$ cat config.mk
export PLATFORM = sky130hd
export DESIGN_NAME = lidar_sample_sector_tracker_top
export DESIGN_NICKNAME = d
export VERILOG_FILES = /design/src/design/lsst_pkg.sv /design/src/design/lsst_ctrl.sv /design/src/design/lsst_dp.sv /design/src/design/lidar_sample_sector_tracker_top.sv
export VERILOG_INCLUDE_DIRS = /design/src /design/src/design
export SDC_FILE = /design/constraint.sdc
export NUM_CORES = 2
export LEC_CHECK = 0
export BUFFER_PORTS_ARGS = -buffer_cell sky130_fd_sc_hd__buf_2
export CAP_MARGIN = 30
export CELL_PAD_IN_SITES_DETAIL_PLACEMENT = 0
export CELL_PAD_IN_SITES_GLOBAL_PLACEMENT = 1
export CORE_ASPECT_RATIO = 1.5
export CORE_MARGIN = 2
export CORE_UTILIZATION = 33
export DETAILED_ROUTE_END_ITERATION = 8
export HOLD_SLACK_MARGIN = 0.1
export PLACE_DENSITY = 0.63
export SLEW_MARGIN = 40
export SYNTH_ARGS = -nofsm -noshare
export SYNTH_HDL_FRONTEND = slang
export SYNTH_SLANG_ARGS = --single-unit
$ cat constraint.sdc
create_clock -name clk -period 7.5 [get_ports clk]
set_clock_uncertainty 0.15 [all_clocks]
set_input_delay 0.75 -clock clk [delete_from_list [all_inputs] [get_ports clk]]
set_output_delay 0.75 -clock clk [all_outputs]
set_load 0.02 [all_outputs]
$ cat src/design/lidar_sample_sector_tracker_top_macros.svh
// assertion macros shared by the tracker modules
`ifndef LIDAR_SAMPLE_SECTOR_TRACKER_TOP_MACROS_SVH
`define LIDAR_SAMPLE_SECTOR_TRACKER_TOP_MACROS_SVH

// same-cycle implication
`define LSST_HOLDS(label, ante, cons, msg) \
	label: assert property (@(posedge clk) disable iff (!arst_n) (ante) |-> (cons)) \
		else $error(msg);

// next-cycle implication
`define LSST_NEXT(label, ante, cons, msg) \
	label: assert property (@(posedge clk) disable iff (!arst_n) (ante) |=> (cons)) \
		else $error(msg);

`endif

$ cat src/design/lsst_pkg.sv
package lsst_pkg;

	localparam int unsigned StoreDepth = 82;
	localparam int unsigned AddrW = 7;
	localparam int unsigned AngleW = 9;
	localparam int unsigned DistW = 14;
	localparam int unsigned MinW = 15;
	localparam int unsigned UsedW = 2 + AngleW + DistW + 4 * MinW;
	localparam int unsigned OutW = ((UsedW + 7) / 8) * 8;
	localparam int unsigned PadW = OutW - UsedW;

	localparam logic [MinW-1:0] StoreReset = 15'd32639;
	localparam logic [MinW-1:0] MinInit = '1;

	localparam logic [AddrW-1:0] LeftBase = 7'd0;
	localparam logic [AddrW-1:0] RightBase = 7'd20;
	localparam logic [AddrW-1:0] RearBase = 7'd40;
	localparam logic [AddrW-1:0] FrontBase = 7'd61;
	localparam logic [AddrW-1:0] LastAddr = 7'd81;

	localparam logic [AngleW-1:0] AngLeftLo = 9'd330;
	localparam logic [AngleW-1:0] AngLeftHi = 9'd349;
	localparam logic [AngleW-1:0] AngRightLo = 9'd11;
	localparam logic [AngleW-1:0] AngRightHi = 9'd30;
	localparam logic [AngleW-1:0] AngRearLo = 9'd170;
	localparam logic [AngleW-1:0] AngRearHi = 9'd190;
	localparam logic [AngleW-1:0] AngFrontLo = 9'd350;
	localparam logic [AngleW-1:0] AngFrontHi = 9'd359;
	localparam logic [AngleW-1:0] AngFrontWrap = 9'd10;

	localparam logic [2:0] LastBytePos = 3'd4;

	localparam logic CMD_BYTE = 1'b0;
	localparam logic CMD_EVAL = 1'b1;
	localparam logic KIND_SAMPLE = 1'b0;
	localparam logic KIND_MIN = 1'b1;

	typedef struct packed {
		logic byte_en;
		logic scan_start;
		logic scan_en;
		logic load_min;
	} lsst_cmd_t;

	typedef struct packed {
		logic scan_last;
		logic out_busy;
	} lsst_sts_t;

endpackage

$ cat src/design/lsst_ctrl.sv
`include "lidar_sample_sector_tracker_top_macros.svh"

module lsst_ctrl (
	input  logic               clk,
	input  logic               arst_n,
	input  logic               s_tvalid,
	input  logic               s_tuser,
	output logic               s_tready,
	input  lsst_pkg::lsst_sts_t sts,
	output lsst_pkg::lsst_cmd_t cmd
);

	typedef enum logic [1:0] {
		ST_IDLE,
		ST_SCAN,
		ST_FLUSH,
		ST_REPORT
	} state_t;

	state_t st_q;
	logic   take;

	assign s_tready = (st_q == ST_IDLE) && !sts.out_busy;
	assign take = s_tvalid && s_tready;

	always_comb begin
		cmd.byte_en = take && (s_tuser == lsst_pkg::CMD_BYTE);
		cmd.scan_start = take && (s_tuser == lsst_pkg::CMD_EVAL);
		cmd.scan_en = (st_q == ST_SCAN);
		cmd.load_min = (st_q == ST_REPORT) && !sts.out_busy;
	end

	always_ff @(posedge clk or negedge arst_n) begin
		if (!arst_n) begin
			st_q <= ST_IDLE;
		end else begin
			unique case (st_q)
				ST_IDLE: begin
					if (cmd.scan_start) st_q <= ST_SCAN;
				end
				ST_SCAN: begin
					if (sts.scan_last) st_q <= ST_FLUSH;
				end
				ST_FLUSH: begin
					st_q <= ST_REPORT;
				end
				ST_REPORT: begin
					if (!sts.out_busy) st_q <= ST_IDLE;
				end
				default: begin
					st_q <= ST_IDLE;
				end
			endcase
		end
	end

	`LSST_NEXT(a_start_scan, cmd.scan_start, st_q == ST_SCAN, "evaluate did not start scan")
	`LSST_NEXT(a_scan_exit, (st_q == ST_SCAN) && sts.scan_last, st_q == ST_FLUSH, "scan overran")
	`LSST_NEXT(a_report_done, cmd.load_min, st_q == ST_IDLE, "report did not return to idle")

endmodule

$ cat src/design/lsst_dp.sv
`include "lidar_sample_sector_tracker_top_macros.svh"

module lsst_dp (
	input  logic                             clk,
	input  logic                             arst_n,
	input  logic [7:0]                       s_tdata,
	input  lsst_pkg::lsst_cmd_t              cmd,
	output lsst_pkg::lsst_sts_t              sts,
	input  logic                             m_tready,
	output logic                             m_tvalid,
	output logic [lsst_pkg::OutW-1:0]        m_tdata,
	output logic                             m_tuser
);

	logic [2:0]                       pos_q;
	logic [7:0]                       held_q [4];
	logic [lsst_pkg::DistW-1:0]       mem [lsst_pkg::StoreDepth];
	logic [lsst_pkg::StoreDepth-1:0]  vld_q;

	logic [lsst_pkg::AddrW-1:0]       scan_addr_q;
	logic                             act_s1;
	logic [lsst_pkg::DistW-1:0]       rd_s1;
	logic                             rdv_s1;
	logic [lsst_pkg::AddrW-1:0]       addr_s1;
	logic [lsst_pkg::MinW-1:0]        rd_val;

	logic [lsst_pkg::MinW-1:0]        min_left_q;
	logic [lsst_pkg::MinW-1:0]        min_right_q;
	logic [lsst_pkg::MinW-1:0]        min_rear_q;
	logic [lsst_pkg::MinW-1:0]        min_front_q;

	logic                             m_tvalid_q;
	logic [lsst_pkg::OutW-1:0]        m_tdata_q;
	logic                             m_tuser_q;

	logic                             last_byte;
	logic                             frame_ok;
	logic [lsst_pkg::AngleW-1:0]      angle;
	logic [lsst_pkg::DistW-1:0]       distance;
	logic                             in_sector;
	logic [lsst_pkg::AngleW-1:0]      slot_w;
	logic [lsst_pkg::AddrW-1:0]       slot;
	logic                             stored;
	logic [lsst_pkg::AngleW-1:0]      angle_o;
	logic [lsst_pkg::DistW-1:0]       dist_o;

	// sample decode
	assign last_byte = (pos_q == lsst_pkg::LastBytePos);
	assign frame_ok = (held_q[0][0] != held_q[0][1]) && held_q[1][0];
	assign angle = {held_q[2], held_q[1][7]};
	assign distance = {s_tdata, held_q[3][7:2]};

	always_comb begin
		in_sector = 1'b1;
		slot_w = '0;
		if (angle >= lsst_pkg::AngLeftLo && angle <= lsst_pkg::AngLeftHi) begin
			slot_w = angle - lsst_pkg::AngLeftLo + {2'b0, lsst_pkg::LeftBase};
		end else if (angle >= lsst_pkg::AngRightLo && angle <= lsst_pkg::AngRightHi) begin
			slot_w = angle - lsst_pkg::AngRightLo + {2'b0, lsst_pkg::RightBase};
		end else if (angle >= lsst_pkg::AngRearLo && angle <= lsst_pkg::AngRearHi) begin
			slot_w = angle - lsst_pkg::AngRearLo + {2'b0, lsst_pkg::RearBase};
		end else if (angle >= lsst_pkg::AngFrontLo && angle <= lsst_pkg::AngFrontHi) begin
			slot_w = angle - lsst_pkg::AngFrontLo + {2'b0, lsst_pkg::FrontBase};
		end else if (angle <= lsst_pkg::AngFrontWrap) begin
			slot_w = angle + {2'b0, lsst_pkg::FrontBase} + lsst_pkg::AngFrontWrap;
		end else begin
			in_sector = 1'b0;
		end
	end

	assign slot = slot_w[lsst_pkg::AddrW-1:0];
	assign stored = frame_ok && (distance != '0) && in_sector;
	assign angle_o = frame_ok ? angle : '0;
	assign dist_o = frame_ok ? distance : '0;

	// byte assembly
	always_ff @(posedge clk or negedge arst_n) begin
		if (!arst_n) begin
			pos_q <= '0;
		end else if (cmd.byte_en) begin
			pos_q <= last_byte ? 3'd0 : pos_q + 3'd1;
		end
	end

	always_ff @(posedge clk) begin
		if (cmd.byte_en && !last_byte) begin
			held_q[pos_q[1:0]] <= s_tdata;
		end
	end

	// sector store
	always_ff @(posedge clk) begin
		if (cmd.byte_en && last_byte && stored) begin
			mem[slot] <= distance;
		end
		rd_s1 <= mem[scan_addr_q];
		rdv_s1 <= vld_q[scan_addr_q];
		addr_s1 <= scan_addr_q;
	end

	always_ff @(posedge clk or negedge arst_n) begin
		if (!arst_n) begin
			vld_q <= '0;
		end else if (cmd.byte_en && last_byte && stored) begin
			vld_q[slot] <= 1'b1;
		end
	end

	// scan walk
	always_ff @(posedge clk or negedge arst_n) begin
		if (!arst_n) begin
			scan_addr_q <= '0;
			act_s1 <= 1'b0;
		end else begin
			act_s1 <= cmd.scan_en;
			if (cmd.scan_start) begin
				scan_addr_q <= '0;
			end else if (cmd.scan_en && scan_addr_q != lsst_pkg::LastAddr) begin
				scan_addr_q <= scan_addr_q + 7'd1;
			end
		end
	end

	assign rd_val = rdv_s1 ? {1'b0, rd_s1} : lsst_pkg::StoreReset;

	always_ff @(posedge clk) begin
		if (cmd.scan_start) begin
			min_left_q <= lsst_pkg::MinInit;
			min_right_q <= lsst_pkg::MinInit;
			min_rear_q <= lsst_pkg::MinInit;
			min_front_q <= lsst_pkg::MinInit;
		end else if (act_s1) begin
			if (addr_s1 < lsst_pkg::RightBase) begin
				if (rd_val < min_left_q) min_left_q <= rd_val;
			end else if (addr_s1 < lsst_pkg::RearBase) begin
				if (rd_val < min_right_q) min_right_q <= rd_val;
			end else if (addr_s1 < lsst_pkg::FrontBase) begin
				if (rd_val < min_rear_q) min_rear_q <= rd_val;
			end else begin
				if (rd_val < min_front_q) min_front_q <= rd_val;
			end
		end
	end

	// output register
	always_ff @(posedge clk or negedge arst_n) begin
		if (!arst_n) begin
			m_tvalid_q <= 1'b0;
		end else if ((cmd.byte_en && last_byte) || cmd.load_min) begin
			m_tvalid_q <= 1'b1;
		end else if (m_tready) begin
			m_tvalid_q <= 1'b0;
		end
	end

	always_ff @(posedge clk) begin
		if (cmd.byte_en && last_byte) begin
			m_tuser_q <= lsst_pkg::KIND_SAMPLE;
			m_tdata_q <= {{lsst_pkg::PadW{1'b0}}, {(4 * lsst_pkg::MinW){1'b0}},
				stored, dist_o, angle_o, frame_ok};
		end else if (cmd.load_min) begin
			m_tuser_q <= lsst_pkg::KIND_MIN;
			m_tdata_q <= {{lsst_pkg::PadW{1'b0}}, min_front_q, min_rear_q, min_right_q,
				min_left_q, 1'b0, {lsst_pkg::DistW{1'b0}}, {lsst_pkg::AngleW{1'b0}}, 1'b0};
		end
	end

	assign m_tvalid = m_tvalid_q;
	assign m_tdata = m_tdata_q;
	assign m_tuser = m_tuser_q;

	assign sts.scan_last = (scan_addr_q == lsst_pkg::LastAddr);
	assign sts.out_busy = m_tvalid_q && !m_tready;

	`LSST_HOLDS(a_stored_ok, m_tvalid && m_tdata[24], m_tdata[0] && (m_tdata[23:10] != '0), "stored without valid sample")
	`LSST_HOLDS(a_addr_range, 1'b1, scan_addr_q <= lsst_pkg::LastAddr, "scan address out of range")
	`LSST_NEXT(a_min_load, cmd.load_min, m_tvalid && (m_tuser == lsst_pkg::KIND_MIN), "minima report not loaded")

endmodule

$ cat src/design/lidar_sample_sector_tracker_top.sv
// byte item: a fifth byte's report is registered in the output register and valid the cycle after the byte is taken
// evaluate item: walks the 82-entry sector store one entry per cycle over a single read port,
// report registered in the report state after the scan and flush states, input held off until then
// throughput: one byte item per cycle outside an evaluate while the output register drains
// reset: byte count cleared, every store entry reads 32639 through per-entry valid bits, no clearing pass
module lidar_sample_sector_tracker_top (
	input  logic                         clk,
	input  logic                         arst_n,
	input  logic                         s_tvalid,
	output logic                         s_tready,
	input  logic [7:0]                   s_tdata,  // rx_byte
	input  logic                         s_tuser,  // cmd
	output logic                         m_tvalid,
	input  logic                         m_tready,
	// frame_ok, sample_angle, sample_distance, stored, min_left, min_right, min_rear, min_front
	output logic [lsst_pkg::OutW-1:0]    m_tdata,
	output logic                         m_tuser   // result_kind
);

	lsst_pkg::lsst_cmd_t cmd;
	lsst_pkg::lsst_sts_t sts;

	lsst_ctrl u_ctrl (
		.clk      (clk),
		.arst_n   (arst_n),
		.s_tvalid (s_tvalid),
		.s_tuser  (s_tuser),
		.s_tready (s_tready),
		.sts      (sts),
		.cmd      (cmd)
	);

	lsst_dp u_dp (
		.clk      (clk),
		.arst_n   (arst_n),
		.s_tdata  (s_tdata),
		.cmd      (cmd),
		.sts      (sts),
		.m_tready (m_tready),
		.m_tvalid (m_tvalid),
		.m_tdata  (m_tdata),
		.m_tuser  (m_tuser)
	);

endmodule
# Word-level counts from Yosys, hierarchy flattened
# Memory sizes are Yosys's and may differ from the RTL's. A register that Yosys moved wholly into a read port is not among the register bits.
# Cells that the tools add are included.
# W data, S select, Z words.
dict set report totals {
  regBits 250
  input_bits 13
  out_inout_bits 91
  ram_bits 1180
  elab_cells 126
  n_memories 2
}
dict set report classes {
  mux 32
  reduce_logical 32
  n_lt_le_gt_ge 19
  bitwise_logic 5
  add_sub_neg 11
  n_eq_ne 10
}
# memory words width rd rd_ports_with_merged_regs write_ports line
set memory_table {}
lappend memory_table {u_dp.mem 82 14 1 1 1 lsst_dp.sv:17} ;# logic [lsst_pkg::DistW-1:0] mem [lsst_pkg::StoreDepth];
lappend memory_table {u_dp.held_q 4 8 4 0 1 lsst_dp.sv:16} ;# logic [7:0] held_q [4];
# operator count
set op_table {}
lappend op_table {{$or A82 B82 Y82} 1}
lappend op_table {{$lt A15 B15 Y1} 4}
lappend op_table {{$mux W25} 2}
lappend op_table {{$mux W7} 7}
lappend op_table {{$add A7 B6 Y7 const B} 3}
lappend op_table {{$ge A9 B9 Y1 const B} 2}
lappend op_table {{$le A9 B9 Y1 const B} 2}
lappend op_table {{$logic_and A1 B1 Y1} 18}
lappend op_table {{$lt A7 B8 Y1 const B} 2}
lappend op_table {{$mux W15} 1}
lappend op_table {{$lt A7 B6 Y1 const B} 2}
lappend op_table {{$mux W14} 1}
lappend op_table {{$reduce_bool A14 Y1} 1}
lappend op_table {{$sub A7 B7 Y7 const B} 2}
lappend op_table {{$mux W1} 13}
lappend op_table {{$reduce_and A5 Y1} 2}
lappend op_table {{$ge A9 B4 Y1 const B} 1}
lappend op_table {{$ge A9 B8 Y1 const B} 1}
lappend op_table {{$le A9 B4 Y1 const B} 1}
lappend op_table {{$le A9 B5 Y1 const B} 1}
lappend op_table {{$le A9 B8 Y1 const B} 1}
lappend op_table {{$mux W9} 1}
lappend op_table {{$pmux W2 S4} 1}
lappend op_table {{$add A7 B1 Y7 const B} 1}
lappend op_table {{other kinds (25)} 38}

# Depth between registers and ports, before layout
# An unclocked memory read counts as a cell.
dict set report depth {
  ltp_word 13
  depth_mapped 12
  ltp_nobuf 9
}

# Cells and area by module
# Synthesis repeated with hierarchy kept, for this count alone.
dict set report unflattened {
  hier_cells 2999
  hier_area_um2 57009.7
}
# module cells_per_inst instances area_each_um2 seq_area_each_um2
set modules_own_cells {}
lappend modules_own_cells {lsst_dp 2979 1 56812.0 40979.3}
lappend modules_own_cells {lsst_ctrl 20 1 197.7 50.0}

# Worst setup path after synthesis
# No wires, ideal clock.
dict set report synth_timing {
  path_kind {flip-flop to flip-flop}
  startpoint {memory u_dp.held_q[2][1]}
  endpoint {memory u_dp.mem[44][0] (netlist bit) (enable)}
  setup_slack_ps 3621
  required_time_ps 6966
  stages_incl_launch_ff 13
  n_path_buf 4
  arrival_ps 3345
  period_less_slack_ps 3879
  setup_ps 384
  cell_sequence {edfxtp_1 buf_2 inv_1 ha_1 a211o_1 nand3_1 a31oi_1 o32a_1 clkbuf_1 or3b_2 clkbuf_1 clkbuf_1 nor2_1}
}
# element line
set synth_lines {}
lappend synth_lines {{start, declared} lsst_dp.sv:16}
lappend synth_lines {{end, declared} lsst_dp.sv:17}

==> summary.txt <==
Cells and area
  • Final Net Count: ~3300
  • Area delta synth->final: 15.2%
  • Fill cell count: about 16000
  • Proportion of layout cells with a drive suffix above 1: a little over a quarter
  • Non-Filler Instances: between 5000 and 6000

STA
  • Period minus WS final: 4.71 ns
  • Setup TNS Final: 0 ns
  • Slew @ Worst Pin: 0.883 ns
  • Slew HR: 39.6%
  • Achievable Freq: 212 MHz
  • Hold WS: ~0.21 ns
  • Slew Limit Fails: 0
  • PnR worst setup slack: 2.79 ns
  • Hold Fails Final Rpt: 0
  • RSZ-0062 raised after global routing: false
  • Crit share post-route: between 60 and 70%
  • Final setup violation count: 0

Clock tree
  • Reg clk slew, reported paths: about 0.070 ns
  • TritonCTS clock tree: built
  • Hold bufs inserted after CTS: 1
  • Clock sink total: between 1000 and 1500
  • H-Tree Depth: 4
  • CTS Buffer Depth: 3
  • Post-CTS Setup Repair Bufs: 0
  • CTS Buf Count: about 140
  • Root Buffer: clkbuf_16
  • Post_cts resized: 0
  • Later-pin clock latency in the skew report: about 0.78 ns

Synthesis
  • Synthesized flop and latch total: around 1400
  • Most used DFF post-synth: edfxtp_1
  • Ranking of synthesized cells by area: edfxtp_1, mux4_2, dfxtp_1
  • Post-Syn Area: around 57000 um2
  • Top cells by count, synth: edfxtp_1, mux4_2, nand2_1
  • Largest area contributor in the netlist: edfxtp_1
  • Avg Cell Area, Syn: roughly 19 um2
  • Cells after synthesis: 3019
  • Dominant cell by count in the synthesized netlist: edfxtp_1
  • Synth unique cells: between 60 and 70
  • FFs w/ async S/R, synth: 6.71%
  • Yosys warns: 0
  • EDFF count, synth: ~1200
  • Post-synth top area share: 63.1%
  • Register area share after synthesis: 72.4%

Global routing
  • Global route total overflow: 0
  • First-pass GRT wire length: between 200 and 250 mm
  • Initial antenna violation count: 4
  • Vias in the first global route: between 20000 and 30000
  • Largest net degree at the start of global routing: 77
  • Gr usage total: 16.6%

Critical path
  • Critical Path AT: between 4 and 5 ns
  • CP max FO: 14
  • WS Path Type: flip-flop to flip-flop
  • Worst reg-to-reg setup slack: between 2 and 3 ns
  • Crit start category: flip-flop
  • Worst EP required: 7.75 ns
  • CP endpoint kind: flip-flop
  • Reg-to-reg critical path endpoint: u_dp.mem[69][6]
  • R2R cell count: 9
  • Reg-to-Reg Start: u_dp.held_q[2][1]

Routing
  • Routed WL: 146 mm
  • Mean number of vias per cell: just over 5
  • DRT antenna net count: 0
  • Routed WL per cell: between 20 and 30 um
  • Via Count: approximately 29000
  • Post-route DRC: 0
  • DR pass1 iterations: 6
  • Initial DRC count: 2798

Floorplanning
  • Num rows: around 190
  • Die Span X: between 300 and 400 um
  • Die Height: 512 um
  • Starting Density: 33.2%
  • Placeable Area: between 150000 and 200000 um2
  • Top-level port count: ~100
  • Die ar.: 175000 um2

Power
  • Leakage Power: about 22 nW
  • VDD IR max: slightly below 0.3 mV
  • Final Power: roughly 0.022 W
  • Pwr Density: around 340 nW/um2

Worst hold path
  • Hold Crit Start: s_tdata[5]
  • Min-delay worst type: input pin to flip-flop
  • Hold depth: 1
  • Hold path endpoint: u_dp.mem[8][11]

Run
  • Max-Cap Viols: 0

Outcome
  • Status: completed

Place
  • Placed Cells: roughly 5300
  • Pre-CTS WS: 2.82 ns
  • RePlAce Congestion: about 0.85
  • Hpwl dp: roughly 94 mm
  • PortBufs: 100
-- placed cells by master, fill, tap and decap left out, types with 6 or more instances in the layout --
cell / synthesis / final
nand2_1: 233 / 230
edfxtp_1: 1191 / 1191
nor2b_1: 8 / 8
inv_1: 70 / 70
o21ai_0: 42 / 42
mux4_2: 389 / 389
clkbuf_1: 114 / 20
nand4_1: 13 / 13
buf_2: 22 / 91
dfxtp_1: 143 / 143
o21a_1: 18 / 18
mux2i_1: 32 / 32
a21o_1: 15 / 15
nor2_2: 0 / 13
nand3b_1: 7 / 7
clkbuf_16: 0 / 149
clkinv_2: 0 / 23
nand2b_1: 24 / 24
o211ai_1: 48 / 48
nor2_1: 116 / 100
bufinv_16: 0 / 11
a21oi_1: 81 / 78
xor2_1: 8 / 8
ha_1: 74 / 74
clkbuf_8: 0 / 11
dfrtp_1: 96 / 90
o21bai_1: 82 / 82
buf_12: 0 / 9
nor3_1: 8 / 8
xnor2_1: 9 / 9
clkinv_1: 0 / 26
and2_1: 28 / 27
buf_4: 4 / 131
clkinvlp_4: 0 / 6
nand3_1: 32 / 32
-- worst max-delay path, cell delays in order, from the launching register on --
cell	delay, ns
edfxtp_1	0.65
inv_1	0.14
ha_1	0.25
nor2b_1	0.15
o21ai_0	0.50
nor3_1	0.11
a211oi_1	0.68
o211a_1	0.41
nand3_1	0.49
nor2_2	0.79
-- logic make-up after synthesis --
group           count (synthesis)  synth area share, %
compound gates                327                 3.90
flops                        1430                 72.4
mux                           422                 16.0
xor+xnor                       17                0.263
simple gates                  503                 4.10
other cells                     1              0.00661
fa+ha+maj                      74                 1.63
buf+inv                       245                 1.71
-- where the power goes --
group          internal (W)  leakage [nW]  switching (W)
clock network       0.00412          2.28        0.00302
logic               0.00260          6.28        0.00333
registers           0.00901          13.2       0.000362
-- metal layers --
layer,part of all wire (%),up-vias,track usage (%)
met3,4.2,224,2.32
li1,-,12467,-
met2,52,786,29.1
met5,0,-,0
met4,3.9,0,6.64
met1,40,15164,20.6
-- layout make-up --
type                       count  area, um2  share of cell area, %
antenna                        2       5.00                0.00766
clock buffer                 180       3960                   6.05
multi-input combinational   1346      14800                   22.7
tap                         2256       2820                   4.32
timing repair buffer         238       1710                   2.62
clock inverter                77        714                   1.09
inverter                      70        263                  0.402
sequential                  1430      41000                   62.8
-- registers in the layout (all words and copies together) (netlist names), 3 cells and up --
| register | flops |
|---|---|
| u_dp.vld_q | 82 |
| u_dp.addr_s1 | 7 |
| u_dp.min_rear_q | 15 |
| u_dp.min_front_q | 15 |
| u_dp.m_tdata | 85 |
| u_dp.min_right_q | 15 |
| u_dp.mem | 1148 |
| u_dp.rd_s1 | 14 |
| u_dp.min_left_q | 15 |
| u_dp.pos_q | 3 |
| u_dp.scan_addr_q | 7 |
| u_dp.held_q | 18 |
-- worst max path at each step --
stage	end	cells after the start	start	slack, ns
floorplan	u_dp.mem[44][0]	12	u_dp.held_q[2][1]	3.62
global placement	u_dp.mem[72][12]	8	u_dp.held_q[2][3]	2.32
detailed placement	u_dp.mem[72][12]	10	u_dp.held_q[2][0]	2.82
CTS	u_dp.mem[69][13]	9	u_dp.held_q[2][1]	2.81
global route	u_dp.mem[74][8]	10	u_dp.held_q[2][0]	2.47
finish	u_dp.mem[69][6]	9	u_dp.held_q[2][1]	2.79
-- stage by stage --
stage	instance area (um2)	utilization (%)
CTS	65300	38.2
global route	65300	38.2
detailed placement	60600	35.4
finish	65300	38.2
global placement	60500	35.3
floorplan	56700	-
Note: power is estimated with default switching activity, not from simulation.
